## config.mk

```make
export PLATFORM = sky130hd
export DESIGN_NAME = long_word_extractor_flat
export DESIGN_NICKNAME = d
export VERILOG_FILES = /design/src/lwe_pkg.sv /design/src/lwe_req_if.sv /design/src/lwe_rsp_if.sv /design/src/long_word_extractor.sv /design/src/lwe_ram.sv /design/src/lwe_ctrl.sv /design/src/flat_wrapper.sv
export SDC_FILE = /design/constraint.sdc
export NUM_CORES = 1
export LEC_CHECK = 0
export BUFFER_PORTS_ARGS = -buffer_cell sky130_fd_sc_hd__buf_4
export CORE_ASPECT_RATIO = 0.6
export CORE_MARGIN = 3
export CORE_UTILIZATION = 60
export CTS_CLUSTER_SIZE = 12
export DETAILED_ROUTE_END_ITERATION = 6
export PLACE_DENSITY = 0.84
export SLEW_MARGIN = 10
export SYNTH_ARGS = -nofsm -noshare
export SYNTH_HDL_FRONTEND = slang
export SYNTH_HIERARCHICAL = 1
export SYNTH_SLANG_ARGS = --single-unit
```

## constraint.sdc

```tcl
create_clock -name clock -period 3.2 [get_ports clock]
set_input_delay 0.64 -clock clock [delete_from_list [all_inputs] [get_ports clock]]
set_output_delay 0.64 -clock clock [all_outputs]
set_load 0.005 [all_outputs]
```

## src/lwe_pkg.sv

```systemverilog
// ----------------------------------------------------------------------------
// lwe_pkg: shared constants and helpers of the long word extractor
// Byte and line widths, whitespace codes and the default word store depth.
// ----------------------------------------------------------------------------
package lwe_pkg;

   localparam int unsigned LWE_MAX_WORD = 32;
   localparam int unsigned LWE_BYTE_W   = 8;
   localparam int unsigned LWE_LINE_W   = 32;

   localparam logic [LWE_BYTE_W-1:0] LWE_NUL     = 8'h00;
   localparam logic [LWE_BYTE_W-1:0] LWE_TAB     = 8'h09;
   localparam logic [LWE_BYTE_W-1:0] LWE_NEWLINE = 8'h0A;
   localparam logic [LWE_BYTE_W-1:0] LWE_CR      = 8'h0D;
   localparam logic [LWE_BYTE_W-1:0] LWE_SPACE   = 8'h20;
   localparam logic [LWE_BYTE_W-1:0] LWE_LEN_SAT = 8'hFF;

   // C-locale whitespace: space, and tab through carriage return
   function automatic logic is_blank(input logic [LWE_BYTE_W-1:0] b);
      return (b == LWE_SPACE) || ((b >= LWE_TAB) && (b <= LWE_CR));
   endfunction

endpackage

```

## src/lwe_req_if.sv

```systemverilog
// ----------------------------------------------------------------------------
// lwe_req_if: text byte channel
// Valid/ready channel carrying one text byte and the end-of-stream flag.
// ----------------------------------------------------------------------------
interface lwe_req_if;
   logic       valid;
   logic       ready;
   logic [7:0] in_byte;
   logic       end_of_stream;

   modport source (output valid, output in_byte, output end_of_stream, input ready);
   modport sink   (input valid, input in_byte, input end_of_stream, output ready);
endinterface

```

## src/lwe_rsp_if.sv

```systemverilog
// ----------------------------------------------------------------------------
// lwe_rsp_if: record byte channel
// Valid/ready channel carrying one record byte and its last marker.
// ----------------------------------------------------------------------------
interface lwe_rsp_if;
   logic       valid;
   logic       ready;
   logic [7:0] out_byte;
   logic       last;

   modport source (output valid, output out_byte, output last, input ready);
   modport sink   (input valid, input out_byte, input last, output ready);
endinterface

```

## src/long_word_extractor.sv

```systemverilog
// A qualifying word's record starts once the closing whitespace or end of stream is
//   taken; each record byte passes the fetch stage and then the output register.
// Throughput: one byte per cycle while scanning; a record of stored bytes plus five
//   leaves at one byte per cycle while the receiver is ready, and input stalls meanwhile.
// Reset: synchronous, active high; clears counters, lines to one, min_length to 0;
//   the word RAM is not cleared, as only bytes of the current word are read.
// ----------------------------------------------------------------------------
// long_word_extractor: top level
// Reports words of at least min_length bytes with their starting line.
// ----------------------------------------------------------------------------
module long_word_extractor #(
   parameter int unsigned MAX_WORD = lwe_pkg::LWE_MAX_WORD
) (
   input  logic                           clock,
   input  logic                           reset,
   lwe_req_if.sink                        req_bus,
   lwe_rsp_if.source                      rsp_bus,
   input  logic                           csr_wr_en,
   input  logic [lwe_pkg::LWE_BYTE_W-1:0] csr_wr_data
);
   import lwe_pkg::*;

   localparam int unsigned AW = (MAX_WORD > 1) ? $clog2(MAX_WORD) : 1;

   logic                  ram_wr_en;
   logic [AW-1:0]         ram_wr_addr;
   logic [LWE_BYTE_W-1:0] ram_wr_data;
   logic                  ram_rd_en;
   logic [AW-1:0]         ram_rd_addr;
   logic [LWE_BYTE_W-1:0] ram_rd_data;

   // scanner and record sequencer
   lwe_ctrl #(
      .MAX_WORD (MAX_WORD),
      .AW       (AW)
   ) u_ctrl (
      .clock       (clock),
      .reset       (reset),
      .req_bus     (req_bus),
      .rsp_bus     (rsp_bus),
      .csr_wr_en   (csr_wr_en),
      .csr_wr_data (csr_wr_data),
      .ram_wr_en   (ram_wr_en),
      .ram_wr_addr (ram_wr_addr),
      .ram_wr_data (ram_wr_data),
      .ram_rd_en   (ram_rd_en),
      .ram_rd_addr (ram_rd_addr),
      .ram_rd_data (ram_rd_data)
   );

   // word store
   lwe_ram #(
      .WIDTH (LWE_BYTE_W),
      .DEPTH (MAX_WORD),
      .AW    (AW)
   ) u_word_ram (
      .clock   (clock),
      .wr_en   (ram_wr_en),
      .wr_addr (ram_wr_addr),
      .wr_data (ram_wr_data),
      .rd_en   (ram_rd_en),
      .rd_addr (ram_rd_addr),
      .rd_data (ram_rd_data)
   );

endmodule

```

## src/lwe_ram.sv

```systemverilog
// ----------------------------------------------------------------------------
// lwe_ram: generic simple dual-port RAM
// One write port, one read port with enable and a registered read.
// ----------------------------------------------------------------------------
module lwe_ram #(
   parameter int unsigned WIDTH = 8,
   parameter int unsigned DEPTH = 32,
   parameter int unsigned AW    = (DEPTH > 1) ? $clog2(DEPTH) : 1
) (
   input  logic             clock,
   input  logic             wr_en,
   input  logic [AW-1:0]    wr_addr,
   input  logic [WIDTH-1:0] wr_data,
   input  logic             rd_en,
   input  logic [AW-1:0]    rd_addr,
   output logic [WIDTH-1:0] rd_data
);

   logic [WIDTH-1:0] mem_ff [DEPTH];
   logic [WIDTH-1:0] rd_data_ff;

   // write, and register the read data; hold it while no read is issued
   always_ff @(posedge clock) begin
      if (wr_en) begin
         mem_ff[wr_addr] <= wr_data;
      end
      if (rd_en) begin
         rd_data_ff <= mem_ff[rd_addr];
      end
   end

   assign rd_data = rd_data_ff;

endmodule

```

## src/lwe_ctrl.sv

```systemverilog
// ----------------------------------------------------------------------------
// lwe_ctrl: scanner and record sequencer
// Scans bytes into the word RAM, then reads the word back and appends the
// terminator and the big-endian start line through a one-entry fetch stage.
// ----------------------------------------------------------------------------
module lwe_ctrl #(
   parameter int unsigned MAX_WORD = lwe_pkg::LWE_MAX_WORD,
   parameter int unsigned AW       = (MAX_WORD > 1) ? $clog2(MAX_WORD) : 1
) (
   input  logic                         clock,
   input  logic                         reset,
   lwe_req_if.sink                      req_bus,
   lwe_rsp_if.source                    rsp_bus,
   input  logic                         csr_wr_en,
   input  logic [lwe_pkg::LWE_BYTE_W-1:0] csr_wr_data,
   output logic                         ram_wr_en,
   output logic [AW-1:0]                ram_wr_addr,
   output logic [lwe_pkg::LWE_BYTE_W-1:0] ram_wr_data,
   output logic                         ram_rd_en,
   output logic [AW-1:0]                ram_rd_addr,
   input  logic [lwe_pkg::LWE_BYTE_W-1:0] ram_rd_data
);
   import lwe_pkg::*;

   localparam int unsigned POS_W = $clog2(MAX_WORD + 6);
   localparam logic [LWE_BYTE_W-1:0] MAX_LEN = LWE_BYTE_W'(MAX_WORD);
   localparam logic [POS_W-1:0]      MAX_POS = POS_W'(MAX_WORD);
   localparam logic [POS_W-1:0]      TAIL_LEN = POS_W'(5);

   // offsets into the record tail behind the stored word bytes
   localparam logic [2:0] TAIL_NUL = 3'd0;
   localparam logic [2:0] TAIL_B3  = 3'd1;
   localparam logic [2:0] TAIL_B2  = 3'd2;
   localparam logic [2:0] TAIL_B1  = 3'd3;
   localparam logic [2:0] TAIL_B0  = 3'd4;

   typedef enum logic {
      ST_SCAN,
      ST_EMIT
   } state_type;

   state_type               state_ff, state_in;
   logic [LWE_BYTE_W-1:0]   len_ff, len_in;
   logic [LWE_LINE_W-1:0]   line_ff, line_in;
   logic [LWE_LINE_W-1:0]   start_ff, start_in;
   logic [LWE_BYTE_W-1:0]   min_len_ff, min_len_in;
   logic [POS_W-1:0]        stored_ff, stored_in;
   logic [LWE_LINE_W-1:0]   emit_line_ff, emit_line_in;
   logic [POS_W-1:0]        pos_ff, pos_in;
   logic                    fv_ff, fv_in;
   logic [POS_W-1:0]        fpos_ff, fpos_in;
   logic                    out_valid_ff, out_valid_in;
   logic [LWE_BYTE_W-1:0]   out_byte_ff, out_byte_in;
   logic                    out_last_ff, out_last_in;

   logic                    req_acc;
   logic                    blank;
   logic                    qualify;
   logic [POS_W-1:0]        stored_w;
   logic [POS_W-1:0]        total;
   logic                    out_free;
   logic                    consume;
   logic                    fetch;
   logic [POS_W-1:0]        tail_diff;
   logic [2:0]              tail_off;
   logic [LWE_BYTE_W-1:0]   tail_byte;
   logic [LWE_BYTE_W-1:0]   fetch_byte;

   // take bytes only while scanning
   assign req_bus.ready = (state_ff == ST_SCAN);
   assign req_acc       = req_bus.valid && req_bus.ready;
   assign blank         = is_blank(req_bus.in_byte);

   // word qualifies if nonempty and long enough
   assign qualify  = (len_ff != '0) && (len_ff >= min_len_ff);
   assign stored_w = (len_ff < MAX_LEN) ? POS_W'(len_ff) : MAX_POS;
   assign total    = stored_ff + TAIL_LEN;

   // fetch stage advances when the output register is free
   assign out_free = !out_valid_ff || rsp_bus.ready;
   assign consume  = fv_ff && out_free;
   assign fetch    = (state_ff == ST_EMIT) && (pos_ff != total) && (!fv_ff || out_free);

   // store word bytes; writes and reads never overlap, the FSM keeps them apart
   assign ram_wr_en   = req_acc && !req_bus.end_of_stream && !blank && (len_ff < MAX_LEN);
   assign ram_wr_addr = len_ff[AW-1:0];
   assign ram_wr_data = req_bus.in_byte;
   assign ram_rd_en   = fetch && (pos_ff < stored_ff);
   assign ram_rd_addr = pos_ff[AW-1:0];

   // select the tail byte for the fetched position
   assign tail_diff = fpos_ff - stored_ff;
   assign tail_off  = tail_diff[2:0];

   always_comb begin
      case (tail_off)
         TAIL_NUL: tail_byte = LWE_NUL;
         TAIL_B3:  tail_byte = emit_line_ff[31:24];
         TAIL_B2:  tail_byte = emit_line_ff[23:16];
         TAIL_B1:  tail_byte = emit_line_ff[15:8];
         TAIL_B0:  tail_byte = emit_line_ff[7:0];
         default:  tail_byte = LWE_NUL;
      endcase
   end

   assign fetch_byte = (fpos_ff < stored_ff) ? ram_rd_data : tail_byte;

   // next state
   always_comb begin
      state_in     = state_ff;
      len_in       = len_ff;
      line_in      = line_ff;
      start_in     = start_ff;
      min_len_in   = min_len_ff;
      stored_in    = stored_ff;
      emit_line_in = emit_line_ff;
      pos_in       = pos_ff;
      fv_in        = fv_ff;
      fpos_in      = fpos_ff;
      out_valid_in = out_valid_ff;
      out_byte_in  = out_byte_ff;
      out_last_in  = out_last_ff;

      if (csr_wr_en) begin
         min_len_in = csr_wr_data;
      end

      // output register: load from the fetch stage, or drop after transfer
      if (consume) begin
         out_valid_in = 1'b1;
         out_byte_in  = fetch_byte;
         out_last_in  = (tail_off == TAIL_B0) && (fpos_ff >= stored_ff);
      end else if (rsp_bus.ready) begin
         out_valid_in = 1'b0;
      end

      // fetch stage: issue the next position, or drain
      if (fetch) begin
         fv_in   = 1'b1;
         fpos_in = pos_ff;
         pos_in  = pos_ff + 1'b1;
      end else if (consume) begin
         fv_in = 1'b0;
      end

      unique case (state_ff)
         ST_SCAN: begin
            if (req_acc) begin
               if (req_bus.end_of_stream || blank) begin
                  if (qualify) begin
                     stored_in    = stored_w;
                     emit_line_in = start_ff;
                     pos_in       = '0;
                     state_in     = ST_EMIT;
                  end
                  len_in = '0;
                  if (req_bus.end_of_stream) begin
                     line_in  = LWE_LINE_W'(1);
                     start_in = LWE_LINE_W'(1);
                  end else if (req_bus.in_byte == LWE_NEWLINE) begin
                     line_in = line_ff + 1'b1;
                  end
               end else begin
                  if (len_ff == '0) begin
                     start_in = line_ff;
                  end
                  if (len_ff != LWE_LEN_SAT) begin
                     len_in = len_ff + 1'b1;
                  end
               end
            end
         end
         ST_EMIT: begin
            // final byte leaves the fetch stage
            if (consume && (pos_ff == total)) begin
               state_in = ST_SCAN;
            end
         end
         default: state_in = ST_SCAN;
      endcase
   end

   // state and registered outputs
   always_ff @(posedge clock) begin
      if (reset) begin
         state_ff     <= ST_SCAN;
         len_ff       <= '0;
         line_ff      <= LWE_LINE_W'(1);
         start_ff     <= LWE_LINE_W'(1);
         min_len_ff   <= '0;
         pos_ff       <= '0;
         fv_ff        <= 1'b0;
         out_valid_ff <= 1'b0;
      end else begin
         state_ff     <= state_in;
         len_ff       <= len_in;
         line_ff      <= line_in;
         start_ff     <= start_in;
         min_len_ff   <= min_len_in;
         pos_ff       <= pos_in;
         fv_ff        <= fv_in;
         out_valid_ff <= out_valid_in;
      end
      stored_ff    <= stored_in;
      emit_line_ff <= emit_line_in;
      fpos_ff      <= fpos_in;
      out_byte_ff  <= out_byte_in;
      out_last_ff  <= out_last_in;
   end

   assign rsp_bus.valid    = out_valid_ff;
   assign rsp_bus.out_byte = out_byte_ff;
   assign rsp_bus.last     = out_last_ff;

   // checks
   a_no_rw_overlap: assert property (@(posedge clock) disable iff (reset)
      !(ram_wr_en && ram_rd_en))
      else $error("word RAM written and read in one cycle");

   a_fetch_in_range: assert property (@(posedge clock) disable iff (reset)
      fv_ff |-> (fpos_ff < total))
      else $error("fetch stage beyond record end");

   a_scan_drained: assert property (@(posedge clock) disable iff (reset)
      (state_ff == ST_SCAN) |-> !fv_ff)
      else $error("fetch stage busy while scanning");

   a_emit_start: assert property (@(posedge clock) disable iff (reset)
      (state_ff == ST_SCAN) && (state_in == ST_EMIT) |=> (pos_ff == '0) && !fv_ff)
      else $error("record did not start at position zero");

endmodule
```

## src/flat_wrapper.sv

```systemverilog
// flat-port wrapper written by rule: the top's interface ports become plain ports
module long_word_extractor_flat import lwe_pkg::*;
#(
   parameter int unsigned MAX_WORD = lwe_pkg::LWE_MAX_WORD
)
  (clock, reset, csr_wr_en, csr_wr_data, req_bus_valid, req_bus_in_byte, req_bus_end_of_stream, req_bus_ready, rsp_bus_valid, rsp_bus_out_byte, rsp_bus_last, rsp_bus_ready);
  lwe_req_if req_bus_i ();
  lwe_rsp_if rsp_bus_i ();
  input  logic clock;
  input  logic reset;
  input  logic csr_wr_en;
  input  logic [lwe_pkg::LWE_BYTE_W-1:0] csr_wr_data;
  input wire logic [$bits(req_bus_i.valid)-1:0] req_bus_valid;
  input wire logic [$bits(req_bus_i.in_byte)-1:0] req_bus_in_byte;
  input wire logic [$bits(req_bus_i.end_of_stream)-1:0] req_bus_end_of_stream;
  output wire logic [$bits(req_bus_i.ready)-1:0] req_bus_ready;
  output wire logic [$bits(rsp_bus_i.valid)-1:0] rsp_bus_valid;
  output wire logic [$bits(rsp_bus_i.out_byte)-1:0] rsp_bus_out_byte;
  output wire logic [$bits(rsp_bus_i.last)-1:0] rsp_bus_last;
  input wire logic [$bits(rsp_bus_i.ready)-1:0] rsp_bus_ready;
  assign req_bus_i.valid = req_bus_valid;
  assign req_bus_i.in_byte = req_bus_in_byte;
  assign req_bus_i.end_of_stream = req_bus_end_of_stream;
  assign req_bus_ready = req_bus_i.ready;
  assign rsp_bus_valid = rsp_bus_i.valid;
  assign rsp_bus_out_byte = rsp_bus_i.out_byte;
  assign rsp_bus_last = rsp_bus_i.last;
  assign rsp_bus_i.ready = rsp_bus_ready;
  long_word_extractor #(.MAX_WORD(MAX_WORD)) u_core (.clock(clock), .reset(reset), .req_bus(req_bus_i), .rsp_bus(rsp_bus_i), .csr_wr_en(csr_wr_en), .csr_wr_data(csr_wr_data));
endmodule
```

### Yosys cells after proc, flatten, opt, wreduce, memory -nomap -nowiden

Memory sizes are Yosys's and may differ from the RTL's. A register that Yosys moved wholly into a read port is not among the register bits.
Index checks and enable logic that the tools add are counted.

| storage, ports and cells | value |
|---|---|
| register bits | 142 |
| logic and storage cells | 93 |
| memories kept | 1 |
| output and inout port bits | 11 |
| RAM bits | 256 |

Memory list:

| memory | words | bits a word | rd ports | clocked after Yosys merged registers in | write ports | RTL line | RTL |
|---|---|---|---|---|---|---|---|
| u_core.u_word_ram.mem_ff | 32 | 8 | 1 | 1 | 1 | lwe_ram.sv:19 | `logic [WIDTH-1:0] mem_ff [DEPTH];` |

| cells by class | value |
|---|---|
| $add $sub $neg | 5 |
| reductions and logical operators | 31 |
| equal/unequal tests | 10 |
| bitwise operators | 1 |
| order comparisons | 7 |
| muxes and demuxes | 25 |

Operators by type and width:

| cell | count |
|---|---|
| two-way mux 32 bit | 5 |
| adder 32 x 1 -> 32 bit (second input constant) | 1 |
| one-hot mux 8 bit (4 select lines) | 1 |
| two-way mux 6 bit | 5 |
| two-way mux 8 bit | 3 |
| logical AND 1 bit | 12 |
| < comparator 6 bit | 2 |
| AND reduction 4 bit | 3 |
| two-way mux 1 bit | 10 |
| nonzero test 2 bit | 5 |
| adder 8 x 1 -> 8 bit (second input constant) | 1 |
| equality test 8 x 4 -> 1 bit (second input constant) | 1 |
| equality test 8 x 6 -> 1 bit (second input constant) | 1 |
| >= comparator 8 x 4 -> 1 bit (second input constant) | 1 |
| >= comparator 8 bit | 1 |
| <= comparator 8 x 4 -> 1 bit (second input constant) | 1 |
| zero test 8 bit | 1 |
| < comparator 8 x 6 -> 1 bit (second input constant) | 1 |
| inequality test 8 bit (second input constant) | 1 |
| nonzero test 8 bit | 1 |
| adder 6 x 1 -> 6 bit (second input constant) | 1 |
| adder 6 x 3 -> 6 bit (second input constant) | 1 |
| equality test 3 x 2 -> 1 bit (second input constant) | 2 |
| equality test 6 bit | 1 |
| 11 further kinds | 17 |

### Longest topological paths before layout

| logic depth | value |
|---|---|
| word-level depth | 9 |
| depth in mapped cells | 10 |
| gate-level depth less buffers | 9 |

### Hierarchy

Netlist, hierarchy kept.

Modules (own cells, without submodules):

| module | sequential area each (um^2) | times used | cells an instance | area an instance (um^2) |
|---|---|---|---|---|
| lwe_ram | 7927.6 | 1 | 417 | 10133.5 |
| lwe_ctrl | 3373.2 | 1 | 664 | 6641.4 |

### Least setup slack after synthesis

OpenSTA, ideal clock, no wires.

| timing path | value |
|---|---|
| kind | input to register |
| start point | input port req_bus_in_byte[1] |
| end point | memory u_core.u_word_ram.mem_ff[0][0], enable pin |
| stages on the path | 7 |
| data arrival time | 2.602 ns |
| path buffers | 1 |
| path slack | 0.228 ns |
| path through | or3_1 > nand4_1 > nand2_1 > nor3_1 > or3b_2 > clkbuf_1 > nor2_1 |

| on the way | value |
|---|---|
| word-level cells in the longest chain between the ends | 8 |
| elaborated cells between the ends (all ways) | 10 |
| classes of those cells | order compare (2); eq/ne (1); mux (2); reduce/logical (5) |

RTL lines:

| item | RTL line | RTL |
|---|---|---|
| start: declaration | flat_wrapper.sv:14 | `input wire logic [$bits(req_bus_i.in_byte)-1:0] req_bus_in_byte;` |
| >= comparator 8 x 4 -> 1 bit / <= comparator 8 x 4 -> 1 bit (equally long branches) | lwe_pkg.sv:20 | `return (b == LWE_SPACE) \|\| ((b >= LWE_TAB) && (b <= LWE_CR));` |
| logical AND 1 bit | lwe_pkg.sv:20 |  |
| logical OR 1 bit (*) | lwe_pkg.sv:20 |  |
| zero test 1 bit (*) | lwe_ctrl.sv:85 | `assign ram_wr_en = req_acc && !req_bus.end_of_stream && !blank && (len_ff < MAX_LEN);` |
| logical AND 1 bit (*) (2 in a row) | lwe_ctrl.sv:85 |  |
| net u_core.ram_wr_en | long_word_extractor.sv:25 | `logic ram_wr_en;` |
| two-way mux 1 bit (*) | lwe_ram.sv:24 | `if (wr_en) begin` |
| two-way mux 1 bit (implied by the code) (*) | lwe_ram.sv:25 | `mem_ff[wr_addr] <= wr_data;` |
| end: declaration | lwe_ram.sv:19 |  |

The timed path passes the listed nets; every way through them passes the cells marked *.

### Worst setup path in the final report

| timing path | value |
|---|---|
| start point | register u_core.u_ctrl.stored_ff[0] |
| end point | register u_core.u_ctrl.out_byte_ff[5], in the netlist u_core/u_ctrl/rsp_bus.out_byte[5] (data pin) |

| on the way | value |
|---|---|
| word-level cells in the longest chain between the ends | 4 |
| elaborated cells between the ends (all ways) | 8 |
| classes of those cells | add/sub (1); order compare (1); eq/ne (4); mux (2) |

RTL lines:

| item | RTL line | RTL |
|---|---|---|
| start: declaration | lwe_ctrl.sv:47 | `logic [POS_W-1:0] stored_ff, stored_in;` |
| start signal: assignment | lwe_ctrl.sv:204 | `stored_ff <= stored_in;` |
| subtractor 3 bit | lwe_ctrl.sv:92 | `assign tail_diff = fpos_ff - stored_ff;` |
| equality test 3 bit (tied with other cells) | lwe_ctrl.sv:96 | `case (tail_off)` |
| one-hot mux 8 bit (4 select lines) | lwe_ctrl.sv:96 |  |
| two-way mux 8 bit (*) | lwe_ctrl.sv:106 | `assign fetch_byte = (fpos_ff < stored_ff) ? ram_rd_data : tail_byte;` |
| net u_core.u_ctrl.fetch_byte[5] | lwe_ctrl.sv:67 | `logic [LWE_BYTE_W-1:0] fetch_byte;` |
| end signal: assignment | lwe_ctrl.sv:207 | `out_byte_ff <= out_byte_in;` |
| end: declaration | lwe_ctrl.sv:53 | `logic [LWE_BYTE_W-1:0] out_byte_ff, out_byte_in;` |

Marked as above.
A chain may end at the register's enable or synchronous reset.

==> flow_metrics.tcl <==
set metrics [dict create \
    synth_top_area_frac 0.567 \
    slew_viol_final 0 \
    syn_avg_cell_area_um2 15.5 \
    fin_area_mm2 0.0188 \
    h-tree-depth 2 \
    path_max_fanout 8 \
    portBuffers 32 \
    gp_congestion 0.857 \
    place_inst 1471 \
    clk_latency_ns 0.54 \
    final_util 0.698 \
    grt_remaining_overflow 0 \
    synth_mux_area_frac 0.128 \
    io_pins 33 \
    nets 1201 \
    die_w_um 222 \
    cts-buffers-inserted 40 \
    die_h_um 136 \
    synth_xor_xnor_area_share 0.0249 \
    ys_seq_area_frac 0.674 \
    routed_via_density 6.39 \
    multi_input_area_mm2 0.00504 \
    ctsHoldBuffers 0 \
    crit_type "flip-flop to flip-flop" \
    start_util 0.623 \
    async_flop_share 0 \
    setup_tns_ns 0 \
    ctsResizeCount 0 \
    ys.flop_type "edfxtp_1" \
    cellPowerDensity_mw_per_mm2 546 \
    num_rows 46 \
    netlist_area_mm2 0.0168 \
    synth.net_count 1129 \
    rsz0062_at_grt "no" \
    stdcell_count 1532 \
    vias 9784 \
    core-area_mm2 0.0269 \
    whs_path_depth 1 \
    whs_ns 0.333 \
    synth_top_family_by_area "multiplexers" \
    first_pass_iters 5 \
    fill_cells 1728 \
    area_delta_synth_final_pct 12.0 \
    clock-sinks 406 \
    dieArea_mm2 0.0301 \
    p_leak_nw 6.20 \
    final_cell_mix "edfxtp_1 (317), nor2_1 (98), buf_4 (92), dfxtp_1 (87), mux4_2 (80)" \
    drtAntennaViolNets 0 \
    synth_compound_area_frac 0.0340 \
    worstPathRequired_ns 3.60 \
    final_common_cell "edfxtp_1" \
    first_global_vias 9392 \
    grt_max_degree 67 \
    layout-drive-gt1-share 0.224 \
    final-hold-violation-count 0 \
    slew_headroom 0.252 \
    antenna_found_initial 0 \
    crit_path_start_kind "flip-flop" \
    worst_pin_slew_ns 1.11 \
    yosys.area_share.simple 0.0931 \
    fin_crit_sh 0.881 \
    reg2reg_depth 8 \
    status "finished, final reports clean" \
    clock_skew_ns 0.0141 \
    grt_usage 0.261 \
    yosys_register_bits 406 \
    synthTopCellsByArea "edfxtp_1 (57%), mux4_2 (11%), dfxtp_1 (11%), nor2_1 (2.2%), ha_1 (1.9%)" \
    cap_violations 0 \
    end_kind "flip-flop" \
    dp_hpwl_um 25000 \
    cts_tree "yes" \
    vdd_drop_max_mv 0.444 \
    drc 0 \
    yosysWarnings 6 \
    grt_pass1_wl_um 58500 \
    synth_fa_ha_area_frac 0.0198 \
    synth_edf_count 317 \
    setup-violations-final 0 \
    clk_path_buf_depth 3 \
    period_needed_ns 2.82 \
    hold_path.class "primary input to flip-flop" \
    synth_cell_types 58 \
    seq_area_mm2 0.0113 \
    drt_iter0_drc 1442 \
    yosys.area.top_type "edfxtp_1" \
    cts_root_buf "clkbuf_16" \
    postCtsSetupBuffers 0 \
    finalPower_mw 10.3 \
    drt-wirelength-per-cell_um 25.0 \
    diodes 0 \
    clk_pin_slew_ns 0.06 \
    finalWorstSetupSlack_ns 0.381 \
    pre_cts_ws_ns 0.175 \
    placed_cell_area_mm2 0.0177 \
    syn_inst 1081 \
    arrival_ns 3.22 \
    fmax_ghz 0.355 \
    totalWireLength_um 38400 \
]
-- final timing paths --
kind | start | endpoint | slack (ns)
worst max register to register | u_core/u_ctrl/stored_ff[0] | u_core/u_ctrl/rsp_bus.out_byte[5] | 0.38
worst min register to register | u_core/u_ctrl/start_ff[21] | u_core/u_ctrl/emit_line_ff[21] | 0.43
worst min-delay path | req_bus_in_byte[0] | u_core/u_word_ram/mem_ff[29][0] | 0.33
worst max-delay path | u_core/u_ctrl/stored_ff[0] | u_core/u_ctrl/rsp_bus.out_byte[5] | 0.38
-- power breakdown --
group	internal (mW)	total, mW	switching [mW]
Combinational	0.111	0.315	0.204
Clock	2.39	4.24	1.86
Sequential	5.69	5.70	0.0150
-- final cells by class --
cell class	count	area share
Multi-Input combinational cell	585	0.268
Sequential cell	406	0.602
Inverter	24	0.00479
Timing Repair Buffer	96	0.0410
Tap cell	360	0.0240
Clock buffer	58	0.0591
Clock inverter	3	0.00120
-- cell usage after synthesis, types with 11 or more instances --
cell type    n
o21ai_0     47
mux2i_1     17
a21oi_1     13
inv_1       23
ha_1        25
nor2_1      99
nand3b_1    38
mux4_2      80
edfxtp_1   317
clkbuf_1    30
xor2_1      31
mux2_2      16
nand4_1     13
dfxtp_1     89
buf_4       24
nand3_1     28
nand2_1     73
o31ai_1     11
xnor2_1     13
-- per-layer routing --
| metal | part of all wire | vias to the layer above | track usage |
|---|---|---|---|
| met2 | 0.40 | 600 | 0.338 |
| met4 | 0.016 | 0 | 0.0532 |
| met3 | 0.14 | 59 | 0.0909 |
| met1 | 0.44 | 4892 | 0.427 |
| met5 | 0 | - | 0 |
| li1 | - | 4233 | - |
-- cell families (layout without fill, tap and decap cells) --
logic type,after synthesis,in the layout
AOI/OAI and AO/OA,92,92
xor gates and xnor gates,46,46
adders and majority gates,26,26
buffers and inverters,90,181
DFF,406,406
muxes,113,113
and+or+nand+nor,308,308
-- state kept, by name (all words and copies together) (netlist names), 6 cells and up --
| register | count |
|---|---|
| u_core/u_word_ram/mem_ff | 256 |
| u_core/u_ctrl/emit_line_ff | 32 |
| u_core/u_ctrl/line_ff | 32 |
| u_core/u_ctrl/start_ff | 32 |
| u_core/u_ctrl/len_ff | 8 |
| u_core/u_ctrl/min_len_ff | 8 |
| u_core/u_ctrl/rsp_bus.out_byte | 8 |
| u_core/u_word_ram/rd_data | 8 |
| u_core/u_ctrl/fpos_ff | 6 |
| u_core/u_ctrl/pos_ff | 6 |
| u_core/u_ctrl/stored_ff | 6 |
-- critical path, stage by stage (launching register included) --
cell	delay, ns
edfxtp_1	0.50
ha_1	0.27
fa_1	0.47
xor2_1	0.60
nand2_1	0.11
o21ai_0	0.31
nand2_1	0.11
o31ai_1	0.10
mux2_2	0.20
Power figures use the tool's default switching activity.
